[config.mk]
export PLATFORM = sky130hd
export DESIGN_NAME = ckeb_out
export DESIGN_NICKNAME = d
export VERILOG_FILES = /design/src/hdl/ckeb_pkg.sv /design/src/hdl/ckeb_out.sv
export SDC_FILE = /design/constraint.sdc
export NUM_CORES = 1
export LEC_CHECK = 0
export BUFFER_PORTS_ARGS = -buffer_cell sky130_fd_sc_hd__clkbuf_2
export CAP_MARGIN = 20
export CORE_UTILIZATION = 30
export CTS_CLUSTER_DIAMETER = 30
export DETAILED_ROUTE_END_ITERATION = 8
export PLACE_DENSITY = 0.46
export SYNTH_ARGS = -nofsm -noshare
export SYNTH_HDL_FRONTEND = slang
export SYNTH_SLANG_ARGS = --single-unit
[constraint.sdc]
create_clock -name aclk -period 4.7 [get_ports aclk]
set_input_delay 0.94 -clock aclk [delete_from_list [all_inputs] [get_ports aclk]]
set_output_delay 0.94 -clock aclk [all_outputs]
set_load 0.005 [all_outputs]
[src/hdl/ckeb_pkg.sv]
// ---------------------------------------------------------------------------
// ckeb_pkg
// shared types, constants and helper functions of the chroma key compositor
// ---------------------------------------------------------------------------
package ckeb_pkg;

    // default frame limits
    localparam int MAX_WIDTH_DEF  = 2048;
    localparam int MAX_HEIGHT_DEF = 2048;

    // configuration register file
    localparam int CFG_W       = 12;
    localparam int CFG_IDX_W   = 1;
    localparam logic [CFG_IDX_W-1:0] REG_FRAME_WIDTH  = 1'd0;
    localparam logic [CFG_IDX_W-1:0] REG_FRAME_HEIGHT = 1'd1;
    localparam logic [CFG_W-1:0] FRAME_WIDTH_RST  = 12'd640;
    localparam logic [CFG_W-1:0] FRAME_HEIGHT_RST = 12'd480;
    localparam int MIN_SIZE    = 3;

    // stream layout
    localparam int ITEM_W      = 89;
    localparam int S_TDATA_W   = 96;
    localparam int M_TDATA_W   = 48;
    localparam int COORD_W     = 11;
    localparam int WORD_W      = 25;
    localparam int GREEN_BIT   = 24;
    localparam int SUM_W       = 12;

    // key test constants
    localparam logic [8:0]  HUE_PIVOT   = 9'd105;
    localparam logic [9:0]  MARGIN_IN   = 10'd105;
    localparam logic [9:0]  MARGIN_OUT  = 10'd255;
    localparam logic [8:0]  W1_HUE_LO   = 9'd65;
    localparam logic [8:0]  W1_HUE_HI   = 9'd145;
    localparam logic [15:0] W1_SAT_LO   = 16'd16384;
    localparam logic [15:0] W1_LIT_LO   = 16'd9830;
    localparam logic [15:0] W1_LIT_HI   = 16'd46859;
    localparam logic [8:0]  W2_HUE_LO   = 9'd90;
    localparam logic [8:0]  W2_HUE_HI   = 9'd120;
    localparam logic [15:0] W2_SAT_LO   = 16'd32768;
    localparam logic [15:0] W2_LIT_LO   = 16'd46858;
    localparam logic [15:0] W2_LIT_HI   = 16'd55706;

    // floor(x/9) for x below 2296 as (x * 3641) >> 15
    localparam logic [11:0] DIV9_MUL    = 12'd3641;

    // one input pixel, hue in the lowest bits
    typedef struct packed {
        logic [7:0]  back_blue;
        logic [7:0]  back_green;
        logic [7:0]  back_red;
        logic [7:0]  fore_blue;
        logic [7:0]  fore_green;
        logic [7:0]  fore_red;
        logic [15:0] lightness;
        logic [15:0] saturation;
        logic [8:0]  hue;
    } pix_t;

    // position of a pixel and which results it causes
    typedef struct packed {
        logic [COORD_W-1:0] int_col;
        logic [COORD_W-1:0] int_row;
        logic [COORD_W-1:0] bdr_col;
        logic [COORD_W-1:0] bdr_row;
        logic               interior;
        logic               border;
    } pos_t;

    // window statistics handed to the output stage
    typedef struct packed {
        logic [SUM_W-1:0] sum_r;
        logic [SUM_W-1:0] sum_g;
        logic [SUM_W-1:0] sum_b;
        logic [23:0]      center_rgb;
        logic             mixed;
        logic [23:0]      cur_rgb;
    } blend_t;

    function automatic logic key_is_green(
        input logic [8:0]  hue,
        input logic [15:0] sat,
        input logic [15:0] lit
    );
        logic [8:0] dist_a;
        logic [8:0] dist_d;
        logic       win1;
        logic       win2;
        logic [9:0] margin;
        logic [9:0] rhs;
        dist_a = (hue > HUE_PIVOT) ? hue - HUE_PIVOT : HUE_PIVOT - hue;
        dist_d = (hue > dist_a) ? hue - dist_a : dist_a - hue;
        win1 = (hue > W1_HUE_LO) && (hue < W1_HUE_HI) && (sat > W1_SAT_LO) &&
               (lit > W1_LIT_LO) && (lit < W1_LIT_HI);
        win2 = (hue > W2_HUE_LO) && (hue < W2_HUE_HI) && (sat > W2_SAT_LO) &&
               (lit > W2_LIT_LO) && (lit < W2_LIT_HI);
        margin = (win1 || win2) ? MARGIN_IN : MARGIN_OUT;
        rhs = margin + 10'(dist_a);
        return {dist_d, 1'b0} > rhs;
    endfunction

    function automatic logic [7:0] div9(input logic [SUM_W-1:0] x);
        logic [23:0] prod;
        prod = 24'(x) * 24'(DIV9_MUL);
        return prod[22:15];
    endfunction

endpackage

[src/hdl/ckeb_out.sv]
// ---------------------------------------------------------------------------
// ckeb_out
// blend stage and result register, sends zero, one or two results per pixel
// ---------------------------------------------------------------------------
module ckeb_out (
    input  logic                               aclk,
    input  logic                               aresetn,
    input  logic                               in_load,
    input  ckeb_pkg::blend_t                   in_blend,
    input  ckeb_pkg::pos_t                     in_pos,
    output logic                               in_ready,
    output logic                               m_tvalid,
    input  logic                               m_tready,
    output logic [ckeb_pkg::M_TDATA_W-1:0]     m_tdata,
    output logic                               m_tlast
);

    logic             s1_valid_reg, s1_valid_next;
    logic             s1_int_reg,   s1_int_next;
    logic             s1_bdr_reg,   s1_bdr_next;
    ckeb_pkg::blend_t s1_blend_reg;
    ckeb_pkg::pos_t   s1_pos_reg;

    logic                               m_valid_reg, m_valid_next;
    logic [ckeb_pkg::M_TDATA_W-1:0]     m_data_reg;
    logic                               m_last_reg;

    logic                               out_free, out_load, s1_pop;
    logic [23:0]                        int_rgb;
    logic [ckeb_pkg::M_TDATA_W-1:0]     res_data;
    logic                               res_last;

    assign out_free = !m_valid_reg || m_tready;
    assign out_load = s1_valid_reg && (s1_int_reg || s1_bdr_reg) && out_free;
    assign s1_pop   = s1_valid_reg && (!(s1_int_reg || s1_bdr_reg) ||
                      (out_free && (s1_int_reg ^ s1_bdr_reg)));
    assign in_ready = !s1_valid_reg || s1_pop;

    always_comb begin
        if (s1_blend_reg.mixed) begin
            int_rgb = {ckeb_pkg::div9(s1_blend_reg.sum_b),
                       ckeb_pkg::div9(s1_blend_reg.sum_g),
                       ckeb_pkg::div9(s1_blend_reg.sum_r)};
        end else begin
            int_rgb = s1_blend_reg.center_rgb;
        end
        // delayed interior pixel goes out before the border pixel
        if (s1_int_reg) begin
            res_data = {2'b00, int_rgb, s1_pos_reg.int_row, s1_pos_reg.int_col};
            res_last = !s1_bdr_reg;
        end else begin
            res_data = {2'b00, s1_blend_reg.cur_rgb, s1_pos_reg.bdr_row,
                        s1_pos_reg.bdr_col};
            res_last = 1'b1;
        end
    end

    always_comb begin
        s1_valid_next = s1_valid_reg;
        s1_int_next   = s1_int_reg;
        s1_bdr_next   = s1_bdr_reg;
        if (in_load) begin
            s1_valid_next = 1'b1;
            s1_int_next   = in_pos.interior;
            s1_bdr_next   = in_pos.border;
        end else if (s1_pop) begin
            s1_valid_next = 1'b0;
        end else if (out_load) begin
            s1_int_next   = 1'b0;
        end
        if (out_load) begin
            m_valid_next = 1'b1;
        end else if (m_tready) begin
            m_valid_next = 1'b0;
        end else begin
            m_valid_next = m_valid_reg;
        end
    end

    always_ff @(posedge aclk) begin
        if (!aresetn) begin
            s1_valid_reg <= 1'b0;
            s1_int_reg   <= 1'b0;
            s1_bdr_reg   <= 1'b0;
            m_valid_reg  <= 1'b0;
        end else begin
            s1_valid_reg <= s1_valid_next;
            s1_int_reg   <= s1_int_next;
            s1_bdr_reg   <= s1_bdr_next;
            m_valid_reg  <= m_valid_next;
        end
    end

    always_ff @(posedge aclk) begin
        if (in_load) begin
            s1_blend_reg <= in_blend;
            s1_pos_reg   <= in_pos;
        end
        if (out_load) begin
            m_data_reg <= res_data;
            m_last_reg <= res_last;
        end
    end

    assign m_tvalid = m_valid_reg;
    assign m_tdata  = m_data_reg;
    assign m_tlast  = m_last_reg;

endmodule

Word level (Yosys, flattened, before mapping)
Index checks and enable logic that the tools add are counted.
{"block": "totals", "inputBits": 135, "wordCells": 46, "reg_bits": 182, "out_inout_bits": 51}
{"block": "classes", "reduce_logical": 16, "mul": 3, "eq_ne": 1, "bitwise": 1, "muxes": 9}
{"op": "$mul A12 B12 Y23 const B", "n": 3}
{"op": "$mux W46", "n": 1}
{"op": "$mux W24", "n": 1}
{"op": "$mux W1", "n": 7}
{"op": "$reduce_bool A2 Y1", "n": 3}
{"op": "$logic_and A1 B1 Y1", "n": 4}
{"op": "$logic_not A1 Y1", "n": 4}
{"op": "$logic_or A1 B1 Y1", "n": 4}
{"op": "$ne A2 B2 Y1 const B", "n": 1}
{"op": "$reduce_and A2 Y1", "n": 1}
{"op": "$xor A1 B1 Y1", "n": 1}

Longest topological paths before layout
Gate-level depths: netlist of the first run.
{"block": "depth", "ltp_word": 7, "mapped_depth": 19, "ltp_nobuf": 19}

Least setup slack after synthesis of the first run
OpenSTA, ideal clock, no wires.
{"block": "synth_timing", "kind": "register to register", "startpoint": "register s1_blend_reg[62] (netlist bit)", "endpoint": "register m_data_reg (netlist bit m_tdata[35]), data pin", "setup_ns": 0.267, "stages_incl_launch_ff": 20, "required_time_ns": 4.433, "path_slack_ns": -0.168, "n_path_buf": 0, "synth_period_minus_slack_ns": 4.868, "arrival_time_ns": 4.601, "cell_sequence": "edfxtp_1 inv_1 fa_1 inv_1 ha_1 inv_1 fa_1 inv_1 fa_1 inv_1 fa_1 inv_1 ha_1 and3_1 a31o_2 a2111oi_4 o21bai_1 o22ai_1 xor2_1 o21ai_0"}
{"block": "synth_via", "elab_chain_cells": 3}
{"element": "start, declared", "line": "ckeb_out.sv:21", "text": "ckeb_pkg::blend_t s1_blend_reg;"}
{"element": "start signal, assigned", "line": "ckeb_out.sv:96", "text": "s1_blend_reg <= in_blend;"}
{"element": "$mul A12 B12 Y23", "line": "ckeb_pkg.sv:104", "text": "prod = 24'(x) * 24'(DIV9_MUL);"}
{"element": "$mux W24", "line": "ckeb_out.sv:40", "text": "if (s1_blend_reg.mixed) begin"}
{"element": "$mux W46", "line": "ckeb_out.sv:48", "text": "if (s1_int_reg) begin"}
{"element": "named net res_data (one bit)", "line": "ckeb_out.sv:30", "text": "logic [ckeb_pkg::M_TDATA_W-1:0] res_data;"}
{"element": "end signal, assigned", "line": "ckeb_out.sv:100", "text": "m_data_reg <= res_data;"}
{"element": "end, declared", "line": "ckeb_out.sv:25", "text": "logic [ckeb_pkg::M_TDATA_W-1:0] m_data_reg;"}
The timed path passes the listed nets, and every way through them passes these cells.
A chain may end at the register's enable or synchronous reset.

Worst setup path after layout of the first run
{"block": "layout_timing", "startpoint": "register s1_blend_reg[70] (netlist bit)", "endpoint": "register m_data_reg (netlist bit m_tdata[31]), data pin"}
Same word-level chain as after synthesis.

==> results of run 1 <==
[worst max-delay path: cells and delay by family (launching register included)]
| kind | cells | cell delay, ns |
|---|---|---|
| xor gates and xnor gates | 1 | 0.12 |
| adders and majority gates | 6 | 2.62 |
| muxes | 1 | 0.13 |
| AOI/OAI and AO/OA | 4 | 0.76 |
| and+or+nand+nor | 1 | 0.17 |
| buffers and inverters | 5 | 0.32 |
| DFF | 1 | 0.44 |
[kinds of logic after synthesis]
| logic type | after synthesis |
|---|---|
| AOI/OAI and AO/OA | 145 |
| xor gates and xnor gates | 34 |
| adders and majority gates | 288 |
| buffers and inverters | 183 |
| DFF | 180 |
| muxes | 27 |
| other | 1 |
| and+or+nand+nor | 100 |
[Yosys cell counts, types with 6 or more instances]
cell                         n
sky130_fd_sc_hd__xor2_1     13
sky130_fd_sc_hd__clkbuf_1    8
sky130_fd_sc_hd__nand4_1     6
sky130_fd_sc_hd__o211ai_1    6
sky130_fd_sc_hd__a22oi_1    17
sky130_fd_sc_hd__nand2_1    27
sky130_fd_sc_hd__a21boi_0    6
sky130_fd_sc_hd__and3_1      7
sky130_fd_sc_hd__a21o_1     15
sky130_fd_sc_hd__edfxtp_1  176
sky130_fd_sc_hd__o21ai_0    26
sky130_fd_sc_hd__nand3_1    10
sky130_fd_sc_hd__nor3_1      6
sky130_fd_sc_hd__mux2_2     22
sky130_fd_sc_hd__inv_1     170
sky130_fd_sc_hd__nor2_1     20
sky130_fd_sc_hd__nor2b_1     9
sky130_fd_sc_hd__fa_1       87
sky130_fd_sc_hd__xnor2_1    21
sky130_fd_sc_hd__a21oi_1    36
sky130_fd_sc_hd__ha_1      201
[metal layers]
layer	global-route usage, %	vias to the layer above
met5	0	-
met4	4.921	8
met3	5.702	33
met2	24.65	167
met1	19.58	3825
li1	-	3954
[report_power, final]
part	switching, uW	leakage (uW)	internal [uW]	total [uW]
logic	3750	0.00523	3330	7080
clock network	673	0.000280	789	1460
registers	48.8	0.00172	1900	1950
[per-stage QoR]
step                      util (%)  setup TNS, ns  setup slack [ns]  total power (uW)  instance area [um^2]
after floorplan                  -              0           0.01660              6263                 12440
after global placement       35.88        -0.9262           -0.1405              8172                 14650
after detailed placement     35.88         -1.409           -0.1525              8165                 14650
after CTS                    37.72        -0.3952           -0.1391              9953                 15400
after global routing         38.48         -2.371           -0.2909             11580                 15710
final                        38.48        -0.3377           -0.1252             10490                 15710
[how the worst max path moves through the flow]
| stage | cells after the start | end | start | slack, ns |
|---|---|---|---|---|
| 2_1_floorplan | 19 | m_tdata[35] | s1_blend_reg[62] | 0.02 |
| 3_3_place_gp | 20 | m_tdata[31] | s1_blend_reg[62] | -0.14 |
| 3_5_place_dp | 19 | m_tdata[35] | s1_blend_reg[62] | -0.15 |
| 4_1_cts | 20 | m_tdata[31] | s1_blend_reg[62] | -0.14 |
| 5_1_grt | 18 | m_tdata[31] | s1_blend_reg[70] | -0.29 |
| 6_report | 18 | m_tdata[31] | s1_blend_reg[70] | -0.13 |
[timing repair]
action,in CTS,in global routing
hold endpoints to repair,0,0
gates resized for setup,36,60
hold buffers,0,0
pin swaps,18,46
buffers inserted,2,11
setup endpoints to repair,21,24
[cells in the final DEF, fill, tap and decap left out, types with 3 or more instances in the layout]
master / instances
sky130_fd_sc_hd__inv_2: 21
sky130_fd_sc_hd__nand2_1: 25
sky130_fd_sc_hd__o21ai_2: 5
sky130_fd_sc_hd__a21o_1: 15
sky130_fd_sc_hd__xnor2_1: 19
sky130_fd_sc_hd__o21ai_1: 9
sky130_fd_sc_hd__and3_1: 6
sky130_fd_sc_hd__ha_1: 182
sky130_fd_sc_hd__mux2i_1: 5
sky130_fd_sc_hd__xor2_1: 13
sky130_fd_sc_hd__a21oi_2: 7
sky130_fd_sc_hd__ha_4: 17
sky130_fd_sc_hd__clkbuf_16: 17
sky130_fd_sc_hd__inv_1: 149
sky130_fd_sc_hd__o21a_1: 4
sky130_fd_sc_hd__buf_6: 3
sky130_fd_sc_hd__a21boi_2: 3
sky130_fd_sc_hd__o211ai_1: 6
sky130_fd_sc_hd__a21oi_1: 30
sky130_fd_sc_hd__buf_4: 99
sky130_fd_sc_hd__a21boi_0: 3
sky130_fd_sc_hd__dfxtp_1: 3
sky130_fd_sc_hd__mux2_2: 22
sky130_fd_sc_hd__nand2b_1: 4
sky130_fd_sc_hd__clkinv_1: 3
sky130_fd_sc_hd__nand4_1: 6
sky130_fd_sc_hd__edfxtp_1: 176
sky130_fd_sc_hd__nor2b_1: 6
sky130_fd_sc_hd__nor2_1: 18
sky130_fd_sc_hd__nor3_1: 4
sky130_fd_sc_hd__a22oi_1: 17
sky130_fd_sc_hd__nand3_1: 10
sky130_fd_sc_hd__o21ai_0: 15
sky130_fd_sc_hd__clkbuf_2: 182
sky130_fd_sc_hd__fa_1: 85
[cell type report]
cell class	instances	area (um^2)	share of cell area, %
Inverter	170	638.1	4.061
Clock inverter	13	152.6	0.9715
Sequential cell	180	5366	34.15
Timing Repair Buffer	284	1688	10.74
Multi-Input combinational cell	596	6773	43.10
Clock buffer	18	429.2	2.731
Tap cell	532	665.6	4.236
==> Implementation_results.wiki, run 1 <==
{| class="wikitable"
! Metric !! Value
|-
| Failing checks || negative setup slack
|-
| Clock network latency to the later pin of the worst-skew pair || 0.48 ns
|-
| Worst path required time || 4.91 ns
|-
| Number of routed nets with antenna violations || 0
|-
| Count of TritonRoute iterations in the first routing pass || 4
|-
| Share of the synthesized netlist area taken by xor and xnor gates || 2.400%
|-
| Highest metal layer with signal wires || met5
|-
| Post-route DRC || 0
|-
| Layout overhead on the synthesized area || 26.66%
|-
| Final period util || 102.7%
|-
| Share of the synthesized area in compound gates (AO/OA/AOI/OAI) || approximately 7.9%
|-
| Mux contribution to synthesized area || under 10%
|-
| Final setup violating endpoints || 6
|-
| Vert. Die Dim || slightly above 200 um
|-
| Tightest hold margin || 0.4760 ns
|-
| Cell area after synthesis || 12410 um^2
|-
| Synth cell types || 60
|-
| Cells along the critical path || fa_1, ha_4, inv_2, fa_1, inv_2, fa_1, inv_2, fa_1, inv_2, ha_4, and3_4, a31o_4, a2111oi_4, o21bai_2, buf_4, xnor2_1, mux2i_1, a21oi_1
|-
| Instance count after placement with tap cells included || 1751
|-
| Worst min-delay path category || reg -> reg
|-
| Main combinational cell family by area after synthesis || adder cells
|-
| Transition time at the pin with the least slew margin || 0.7924 ns
|-
| Number of antenna repair diodes || 0
|-
| Number of pins with negative max-slew slack in the final report || 0
|-
| Number of vias per cell after detailed routing || approximately 4.5
|-
| Worst R2R Setup Slack || -0.13 ns
|-
| Largest incremental delay on the critical path || between 0.5 and 0.6 ns
|-
| Power per Cell Area || ~670 nW/um^2
|-
| Tot GR Track Use || between 10% and 20%
|-
| First-pass GRT wire length || approximately 48000 um
|-
| Leakage power || around 0.0072 uW
|-
| Predominant post-synthesis flop cell || sky130_fd_sc_hd__edfxtp_1
|-
| Sink count of the clock tree || 180
|-
| Initial Utilization || just over 30%
|-
| X dimension of the die || about 200 um
|-
| Startpoint of the most critical hold path || s1_bdr_reg
|-
| Maximum root-to-sink buffer count || 2
|-
| Setup slack after layout || -0.1252 ns
|-
| End of the worst register-to-register path || m_tdata[31]
|-
| Number of nets at the end of the flow || ~1700
|-
| Worst supply voltage drop on vdd || 0.3391 mV
|-
| Post-Route WL || approximately 30000 um
|-
| Global placement routability congestion || about 0.8
|-
| Number of primary I/O pins || roughly 190
|-
| Slew Limit Headroom || 47.06%
|-
| Full die area || 42170 um^2
|-
| Simple-Gate Fraction of Synth Area || between 4 and 5%
|-
| Critical path fanouts, max || 3
|-
| Crit end category || flip-flop
|-
| Top-area cell type share of the netlist area || 42.60%
|-
| Yosys reg bits || 180
|-
| Top cells by area in the synthesized netlist || sky130_fd_sc_hd__edfxtp_1 (43%), sky130_fd_sc_hd__ha_1 (20%), sky130_fd_sc_hd__fa_1 (14%)
|-
| Crit path time final || a little under 5 ns
|-
| Count of mapped cells out of synthesis || around 960
|-
| Amount of wire on met3 after detailed routing || 2106 um
|-
| Adder-Cell Fraction of Synth Area || roughly 34%
|-
| Average cell area after synthesis || 12.95 um^2
|-
| Arrival time of the worst setup path || 5.04 ns
|-
| Vias in the first global route || approximately 8700
|-
| Number of DRC violations after detailed-routing iteration 0 || approximately 260
|-
| Core region area || between 40000 and 50000 um^2
|-
| Detailed route wirelength on metal2 || between 10000 and 15000 um
|-
| Status || finished with violations
|-
| Post-synthesis sequential area ratio || ~43%
|-
| Achievable clock frequency || around 0.21 GHz
|-
| Share of post-route cells with drive strength above 1 || around a third
|-
| Max-capacitance violation count || 0
|-
| Overflow left after global routing || 0
|-
| Total via count in the routed design || 7987
|-
| CTS tree || yes
|-
| Filler Cell Count || 3997
|-
| Std cell rows || 74
|-
| Root buffer cell || sky130_fd_sc_hd__clkbuf_16
|-
| Number of cells traversed by the worst hold path || 1
|-
| R2R Path Start || s1_blend_reg[70]
|-
| Setup clock skew after layout || approximately 0.014 ns
|-
| Number of H-tree levels || 4
|-
| Number of enable flip-flop cells after synthesis || between 150 and 200
|-
| Antenna violations before repair || 4
|-
| Critical-path top delay cell || sky130_fd_sc_hd__fa_1
|-
| Routed wire per std cell || roughly 17 um
|-
| Clock transition at the register clock pins on the worst setup and hold paths after CTS || about 0.07 ns
|-
| Synth warn || 0
|-
| Async set-reset flop share out of synthesis || 0%
|-
| Estimated wirelength of the detail-placed design || 23920 um
|-
| Max FFs per register || 85
|-
| Crit Path Class || reg -> reg
|-
| Port Buffer Count || around 180
|-
| Final count of hold timing violations || 0
|-
| Pin count of the biggest net entering global routing || 73
|-
| Startpoint types || flip-flop
|-
| Met1 Wirelength || approximately 14000 um
|-
| Top cell type by total area after synthesis || sky130_fd_sc_hd__edfxtp_1
|-
| Setup repair after global routing missed its margin || true
|-
| Worst-case reg-to-reg path depth || 18
|-
| TritonCTS Buffers || 17
|-
| Sink of the worst hold path || m_tlast
|-
| Count of non-filler cells in the finished layout || about 1800
|}
Power figures use the tool's default switching activity.
==> run 2, diff against run 1 <==
Settings changed: CORE_MARGIN from default to 2, HOLD_SLACK_MARGIN from default to 0.15.
==> run 2 against run 1 <==
  * Die area is 2.0% higher
  * Critical path depth stayed put
  * Global-route usage is 0.61 points lower
  * Cell count is 0.61% higher
  * Power is 3.1% higher
  * Worst setup slack better by 0.064 ns
  * The flow still finishes with violations (negative setup slack)
  * Non-clock buffer count is 10 higher
  * Clock power hardly changed
  * Clock skew is 0.0048 ns lower
  * Sequential cell count stayed put
  * Cell area is 0.75% higher
==> Implementation_results.wiki, run 2 (synthesis results as in run 1) <==
{| class="wikitable"
! Metric !! Value
|-
| Vias in the first global route || ~9000
|-
| Setup slack after layout || -0.06106 ns
|-
| Number of nets at the end of the flow || ~1700
|-
| Layout Utilization || ~39%
|-
| Share of post-route cells with drive strength above 1 || between 30% and 40%
|-
| X dimension of the die || just over 200 um
|-
| Final count of hold timing violations || 0
|-
| Crit path time final || between 4 and 5 ns
|-
| Leading cell type in the layout, fill and taps excluded || sky130_fd_sc_hd__ha_1
|-
| Number of DRC violations after detailed-routing iteration 0 || 268
|-
| CTS hold repair buffers || 0
|-
| Maximum root-to-sink buffer count || 2
|-
| Arrival time of the worst setup path || about 5 ns
|-
| Pin count of the biggest net entering global routing || between 100 and 150
|-
| Count of TritonRoute iterations in the first routing pass || 4
|-
| End of the worst register-to-register path || m_tdata[26]
|-
| Startpoint of the most critical hold path || s1_bdr_reg
|-
| Estimated wirelength of the detail-placed design || around 24000 um
|-
| Root buffer cell || sky130_fd_sc_hd__clkbuf_16
|-
| Initial Utilization || between 30% and 40%
|-
| Antenna violations before repair || 2
|-
| Leakage power || between 0.007 and 0.008 uW
|-
| Sequential group share of total power || roughly 18%
|-
| Power spent charging and discharging nets || approximately 4600 uW
|-
| Core region area || approximately 40000 um^2
|-
| Slew Limit Headroom || 27.47%
|-
| Worst min-delay path category || reg -> reg
|-
| Routed wire per std cell || ~17 um
|-
| Worst path required time || about 4.9 ns
|-
| Status || finished with violations
|-
| Post-route DRC || 0
|-
| Overflow left after global routing || 0
|-
| Clock network latency to the later pin of the worst-skew pair || approximately 0.47 ns
|-
| Internal power component || a little over 6000 uW
|-
| Final Total Pwr || around 11000 uW
|-
| Tightest hold margin || just over 0.5 ns
|-
| Instance count after placement with tap cells included || roughly 1800
|-
| Count of non-filler cells in the finished layout || ~1800
|-
| Layout overhead on the synthesized area || 27.60%
|-
| Failing checks || negative setup slack
|-
| Number of vias per cell after detailed routing || between 4 and 5
|-
| Startpoint types || flip-flop
|-
| Worst-case reg-to-reg path depth || 18
|-
| Power per Cell Area || ~680 nW/um^2
|-
| Max-capacitance violation count || 0
|-
| Standard cell area after detailed placement || 14730 um^2
|-
| CTS tree || yes
|-
| Crit end category || flip-flop
|-
| Max FFs per register || 85
|-
| Worst R2R Setup Slack || -0.06 ns
|-
| Final std cell area, no fill || 15830 um^2
|-
| Vert. Die Dim || roughly 210 um
|-
| Transition time at the pin with the least slew margin || between 1 and 1.5 ns
|-
| R2R Path Start || s1_blend_reg[80]
|-
| Clock transition at the register clock pins on the worst setup and hold paths after CTS || ~0.070 ns
|-
| TritonCTS Buffers || 17
|-
| Number of pins with negative max-slew slack in the final report || 0
|-
| Tot GR Track Use || 14.94%
|-
| Setup repair after global routing missed its margin || true
|-
| Commonest non-fill, non-tap cells in the layout || sky130_fd_sc_hd__ha_1 (185), sky130_fd_sc_hd__clkbuf_2 (182), sky130_fd_sc_hd__edfxtp_1 (176)
|-
| Number of antenna repair diodes || 0
|-
| Number of cells traversed by the worst hold path || 1
|-
| Worst supply voltage drop on vdd || 0.4028 mV
|-
| Total via count in the routed design || 7979
|-
| Logic pwr share || about two thirds
|-
| Crit Path Class || reg -> reg
|-
| Number of routed nets with antenna violations || 0
|-
| Sink of the worst hold path || m_tlast
|-
| Number of primary I/O pins || approximately 190
|-
| Clock network fraction of design power || 13.5%
|-
| Post-Route WL || between 30000 and 40000 um
|-
| Setup clock skew after layout || roughly 0.0092 ns
|-
| Sink count of the clock tree || 180
|-
| Switching power share of the total || roughly 43%
|-
| First-pass GRT wire length || approximately 50000 um
|-
| Final period util || 101.3%
|-
| Std cell rows || 74
|-
| Port Buffer Count || approximately 180
|-
| Number of H-tree levels || 4
|-
| Global placement routability congestion || 0.8237
|-
| Critical path fanouts, max || 3
|-
| Achievable clock frequency || between 0.2 and 0.25 GHz
|-
| Final setup violating endpoints || 5
|-
| Full die area || around 43000 um^2
|}
[run 2: power groups by stage]
stage / clock, uW / combinational [uW] / sequential (uW)
after floorplan: 0 / 4280 / 1980
after global placement: 0 / 6420 / 1980
after detailed placement: 0 / 6410 / 1990
after CTS: 1530 / 6780 / 1950
after global routing: 1580 / 8450 / 1960
final: 1460 / 7410 / 1950
[run 2: worst max-delay path by stage]
| stage | endpoint | slack (ns) | start |
|---|---|---|---|
| final | m_tdata[26] | -0.06 | s1_blend_reg[80] |
| after global routing | m_tdata[26] | -0.27 | s1_blend_reg[80] |
| after CTS | m_tdata[35] | -0.1 | s1_blend_reg[70] |
| after detailed placement | m_tdata[31] | -0.19 | s1_blend_reg[62] |
| after global placement | m_tdata[31] | -0.16 | s1_blend_reg[62] |
| after floorplan | m_tdata[35] | 0.02 | s1_blend_reg[62] |
[run 2: through the flow]
step | setup slack [ns] | setup TNS (ns)
floorplan | 0.01660 | 0
global placement | -0.1632 | -1.108
detailed placement | -0.1881 | -1.913
CTS | -0.09872 | -0.3670
global route | -0.2659 | -2.817
finish | -0.06106 | -0.1678
[run 2: routing by layer]
| layer | part of all wire (%) | up-vias | routed length [um] | global-route usage, % |
|---|---|---|---|---|
| met2 | 46 | 163 | 13970 | 23.49 |
| li1 | - | 3973 | - | - |
| met4 | 1.4 | 4 | 438 | 4.335 |
| met3 | 6.0 | 25 | 1822 | 5.068 |
| met1 | 46 | 3814 | 14120 | 19.52 |
| met5 | 0.092 | - | 28 | 0 |
[run 2: worst max-delay path, cell delays in order, from the launching register on]
cell	delay, ns
sky130_fd_sc_hd__edfxtp_1	0.42
sky130_fd_sc_hd__buf_6	0.14
sky130_fd_sc_hd__fa_1	0.52
sky130_fd_sc_hd__ha_4	0.31
sky130_fd_sc_hd__inv_4	0.03
sky130_fd_sc_hd__fa_1	0.54
sky130_fd_sc_hd__inv_2	0.04
sky130_fd_sc_hd__fa_1	0.49
sky130_fd_sc_hd__inv_2	0.04
sky130_fd_sc_hd__fa_1	0.49
sky130_fd_sc_hd__inv_2	0.04
sky130_fd_sc_hd__ha_4	0.26
sky130_fd_sc_hd__buf_6	0.09
sky130_fd_sc_hd__nand2_2	0.05
sky130_fd_sc_hd__or4_4	0.49
sky130_fd_sc_hd__a2bb2oi_4	0.16
sky130_fd_sc_hd__a21oi_2	0.16
sky130_fd_sc_hd__xnor2_2	0.14
sky130_fd_sc_hd__o21ai_1	0.07
[run 2: layout make-up]
class / instances / area (um^2)
well taps: 532 / 665.6
multi-input cells: 596 / 6790
clock inverters: 14 / 160.2
repair buffers: 294 / 1778
fillers: 3981 / 25000
inverters: 170 / 640.6
clock buffers: 18 / 429.2
flip-flops and latches: 180 / 5366
[run 2: what timing repair did]
| item | in CTS | in global routing |
|---|---|---|
| pin swaps | 35 | 31 |
| gates resized for setup | 44 | 52 |
| setup endpoints to repair | 22 | 23 |
| setup buffers | 4 | 8 |
==> run 3, diff against run 2 <==
Settings changed: BUFFER_PORTS_ARGS -buffer_cell sky130_fd_sc_hd__clkbuf_2 to default, DONT_BUFFER_PORTS from default to 1, PLACE_DENSITY 0.46 to 0.42.
==> run 3 against run 2 <==
  * The flow still finishes with violations (negative setup slack)
  * Critical path depth is 1 lower
  * Non-clock buffer count shrank 171
  * Sequential cell count stayed put
  * Largest cell class unchanged
==> Implementation_results.wiki, run 3 (synthesis results as in run 1) <==
{| class="wikitable"
! Metric !! Value
|-
| Status || finished with violations
|-
| Failing checks || negative setup slack
|-
| Crit Path Class || reg -> reg
|-
| Achievable clock frequency || between 0.2 and 0.25 GHz
|-
| Cell seen most often among critical-path stages || sky130_fd_sc_hd__fa_1
|-
| Critical-path top delay cell || sky130_fd_sc_hd__fa_1
|-
| Final Total Pwr || 10900 uW
|-
| Final std cell area, no fill || ~15000 um^2
|-
| Setup slack after layout || -0.01331 ns
|-
| Leakage power || ~0.0066 uW
|-
| Startpoint of the most critical hold path || s1_bdr_reg
|-
| Max-capacitance violation count || 0
|-
| Std cell rows || between 70 and 80
|-
| Cells along the critical path || fa_1, ha_4, inv_2, fa_1, inv_2, fa_1, inv_1, fa_1, inv_2, ha_4, and3_4, and3_4, a2111oi_4, o21bai_2, o22ai_2, xor2_1, o21ai_1
|-
| Commonest non-fill, non-tap cells in the layout || sky130_fd_sc_hd__ha_1 (177), sky130_fd_sc_hd__edfxtp_1 (176), sky130_fd_sc_hd__inv_1 (149)
|-
| Vert. Die Dim || 207.4 um
|-
| Initial Utilization || between 30 and 40%
|-
| Clock transition at the register clock pins on the worst setup and hold paths after CTS || ~0.080 ns
|-
| Layout overhead on the synthesized area || 21.78%
|-
| Number of nets at the end of the flow || roughly 1500
|-
| Worst path required time || around 4.9 ns
|-
| Final period util || 100.3%
|-
| First-pass GRT wire length || 47440 um
|-
| Number of pins with negative max-slew slack in the final report || 0
|-
| Final setup violating endpoints || 4
|-
| Most used routing layer || met2
|-
| Accumulated negative setup slack || -0.03415 ns
|-
| Largest incremental delay on the critical path || 0.54 ns
|-
| Number of routed nets with antenna violations || 0
|-
| Fraction of met2 tracks used by global routing || about a quarter
|-
| R2R Path Start || s1_blend_reg[68]
|-
| Worst min-delay path category || reg -> reg
|-
| Startpoint types || flip-flop
|-
| Clock network latency to the later pin of the worst-skew pair || between 0.4 and 0.5 ns
|-
| X dimension of the die || 207.4 um
|-
| Count of TritonRoute iterations in the first routing pass || 6
|-
| Number of vias per cell after detailed routing || 4.530
|-
| Arrival time of the worst setup path || about 5 ns
|-
| Pin count of the biggest net entering global routing || 134
|-
| Post-Route WL || about 30000 um
|-
| Transition time at the pin with the least slew margin || 0.8812 ns
|-
| Leading cell type in the layout, fill and taps excluded || sky130_fd_sc_hd__ha_1
|-
| Estimated wirelength of the detail-placed design || around 23000 um
|-
| Setup clock skew after layout || 0.01144 ns
|-
| Share of post-route cells with drive strength above 1 || between 20% and 30%
|-
| Tot GR Track Use || about 15%
|-
| Power per Cell Area || a little over 700 nW/um^2
|-
| Sink count of the clock tree || 180
|-
| Worst Setup SP || s1_blend_reg[68]
|-
| Setup repair after global routing missed its margin || true
|-
| CTS hold repair buffers || 0
|-
| Slew Limit Headroom || a little over 40%
|-
| Final count of hold timing violations || 0
|-
| Routed wire per std cell || 18.28 um
|-
| Crit path time final || ~4.7 ns
|-
| Critical path fanouts, max || 4
|-
| TritonCTS Buffers || 17
|-
| Root buffer cell || sky130_fd_sc_hd__clkbuf_16
|-
| Number of primary I/O pins || between 150 and 200
|-
| Overflow left after global routing || 0
|-
| CTS tree || yes
|-
| Antenna violations before repair || 5
|-
| Max FFs per register || between 80 and 90
|-
| Met3 track demand over resource || 4.992%
|-
| Standard cell area after detailed placement || approximately 14000 um^2
|-
| Port Buffer Count || 0
|-
| Post-route DRC || 0
|-
| Vias in the first global route || about 8000
|-
| Number of H-tree levels || 4
|-
| Worst supply voltage drop on vdd || 0.4571 mV
|-
| Crit end category || flip-flop
|-
| Global placement routability congestion || between 0.8 and 0.9
|-
| Number of DRC violations after detailed-routing iteration 0 || 197
|-
| Met1 usage || between 15 and 20%
|-
| Core region area || 40830 um^2
|-
| Setup Slack @ Placement || -0.1860 ns
|-
| Maximum root-to-sink buffer count || 2
|-
| Total via count in the routed design || 7402
|-
| Full die area || between 40000 and 50000 um^2
|}
-- run 3: cell count changes in the layout (fill, tap and decap cells not counted), sizes merged --
cell,change
inv,+1
diode,+1
clkbuf,-182
buf,+11
clkinvlp,-1
-- run 3: layer usage --
metal / vias to the layer above / share of wire [%]
met2: 155 / 47
met1: 3580 / 45
met5: - / 0.22
met3: 25 / 5.9
met4: 10 / 1.1
li1: 3632 / -
-- run 3: what timing repair did --
item	in CTS	in global routing
buffers inserted	7	12
resized for setup	53	61
pin swaps	44	46
setup endpoints to repair	23	24
-- run 3: power by group --
part	total, uW	switching (uW)	internal, uW
Combinational	7490	3880	3610
Sequential	1950	54.4	1900
Clock	1460	702	757
Total	10900	4640	6270
-- run 3: final timing paths --
path,endpoint,slack [ns],cells after the start
worst min-delay path,m_tlast,0.50,1
worst max register to register,m_tdata[35],-0.01,17
worst min register to register,m_tlast,0.50,1
worst max-delay path,m_tdata[35],-0.01,17
-- run 3: area by class of cell --
class                           count  area (um^2)
Fill cell                        3965        25720
Multi-Input combinational cell    596         6905
Sequential cell                   180         5366
Timing Repair Buffer              123        938.4
Tap cell                          532        665.6
Inverter                          170        638.1
Clock buffer                       18        429.2
Clock inverter                     14        161.4
Antenna cell                        1        2.502
-- run 3: through the flow --
step / std cells / util [%] / hold slack (ns)
after CTS: 1621 / 36.00 / 0.5112
after detailed placement: 1582 / 33.88 / 0.4970
after floorplan: 959 / - / 0.4458
after global placement: 1582 / 33.88 / 0.4806
after global routing: 1633 / 36.99 / 0.5176
final: 1634 / 37.00 / 0.5013
-- run 3: critical path: cells and delay by family, from the launching register on --
| kind | cells | cell delay (ns) |
|---|---|---|
| AO/OA/AOI/OAI | 4 | 0.70 |
| XOR/XNOR | 1 | 0.17 |
| adder cells (fa/ha/maj) | 6 | 2.60 |
| buffers and inverters | 4 | 0.18 |
| flip-flops | 1 | 0.44 |
| AND/OR/NAND/NOR | 2 | 0.36 |
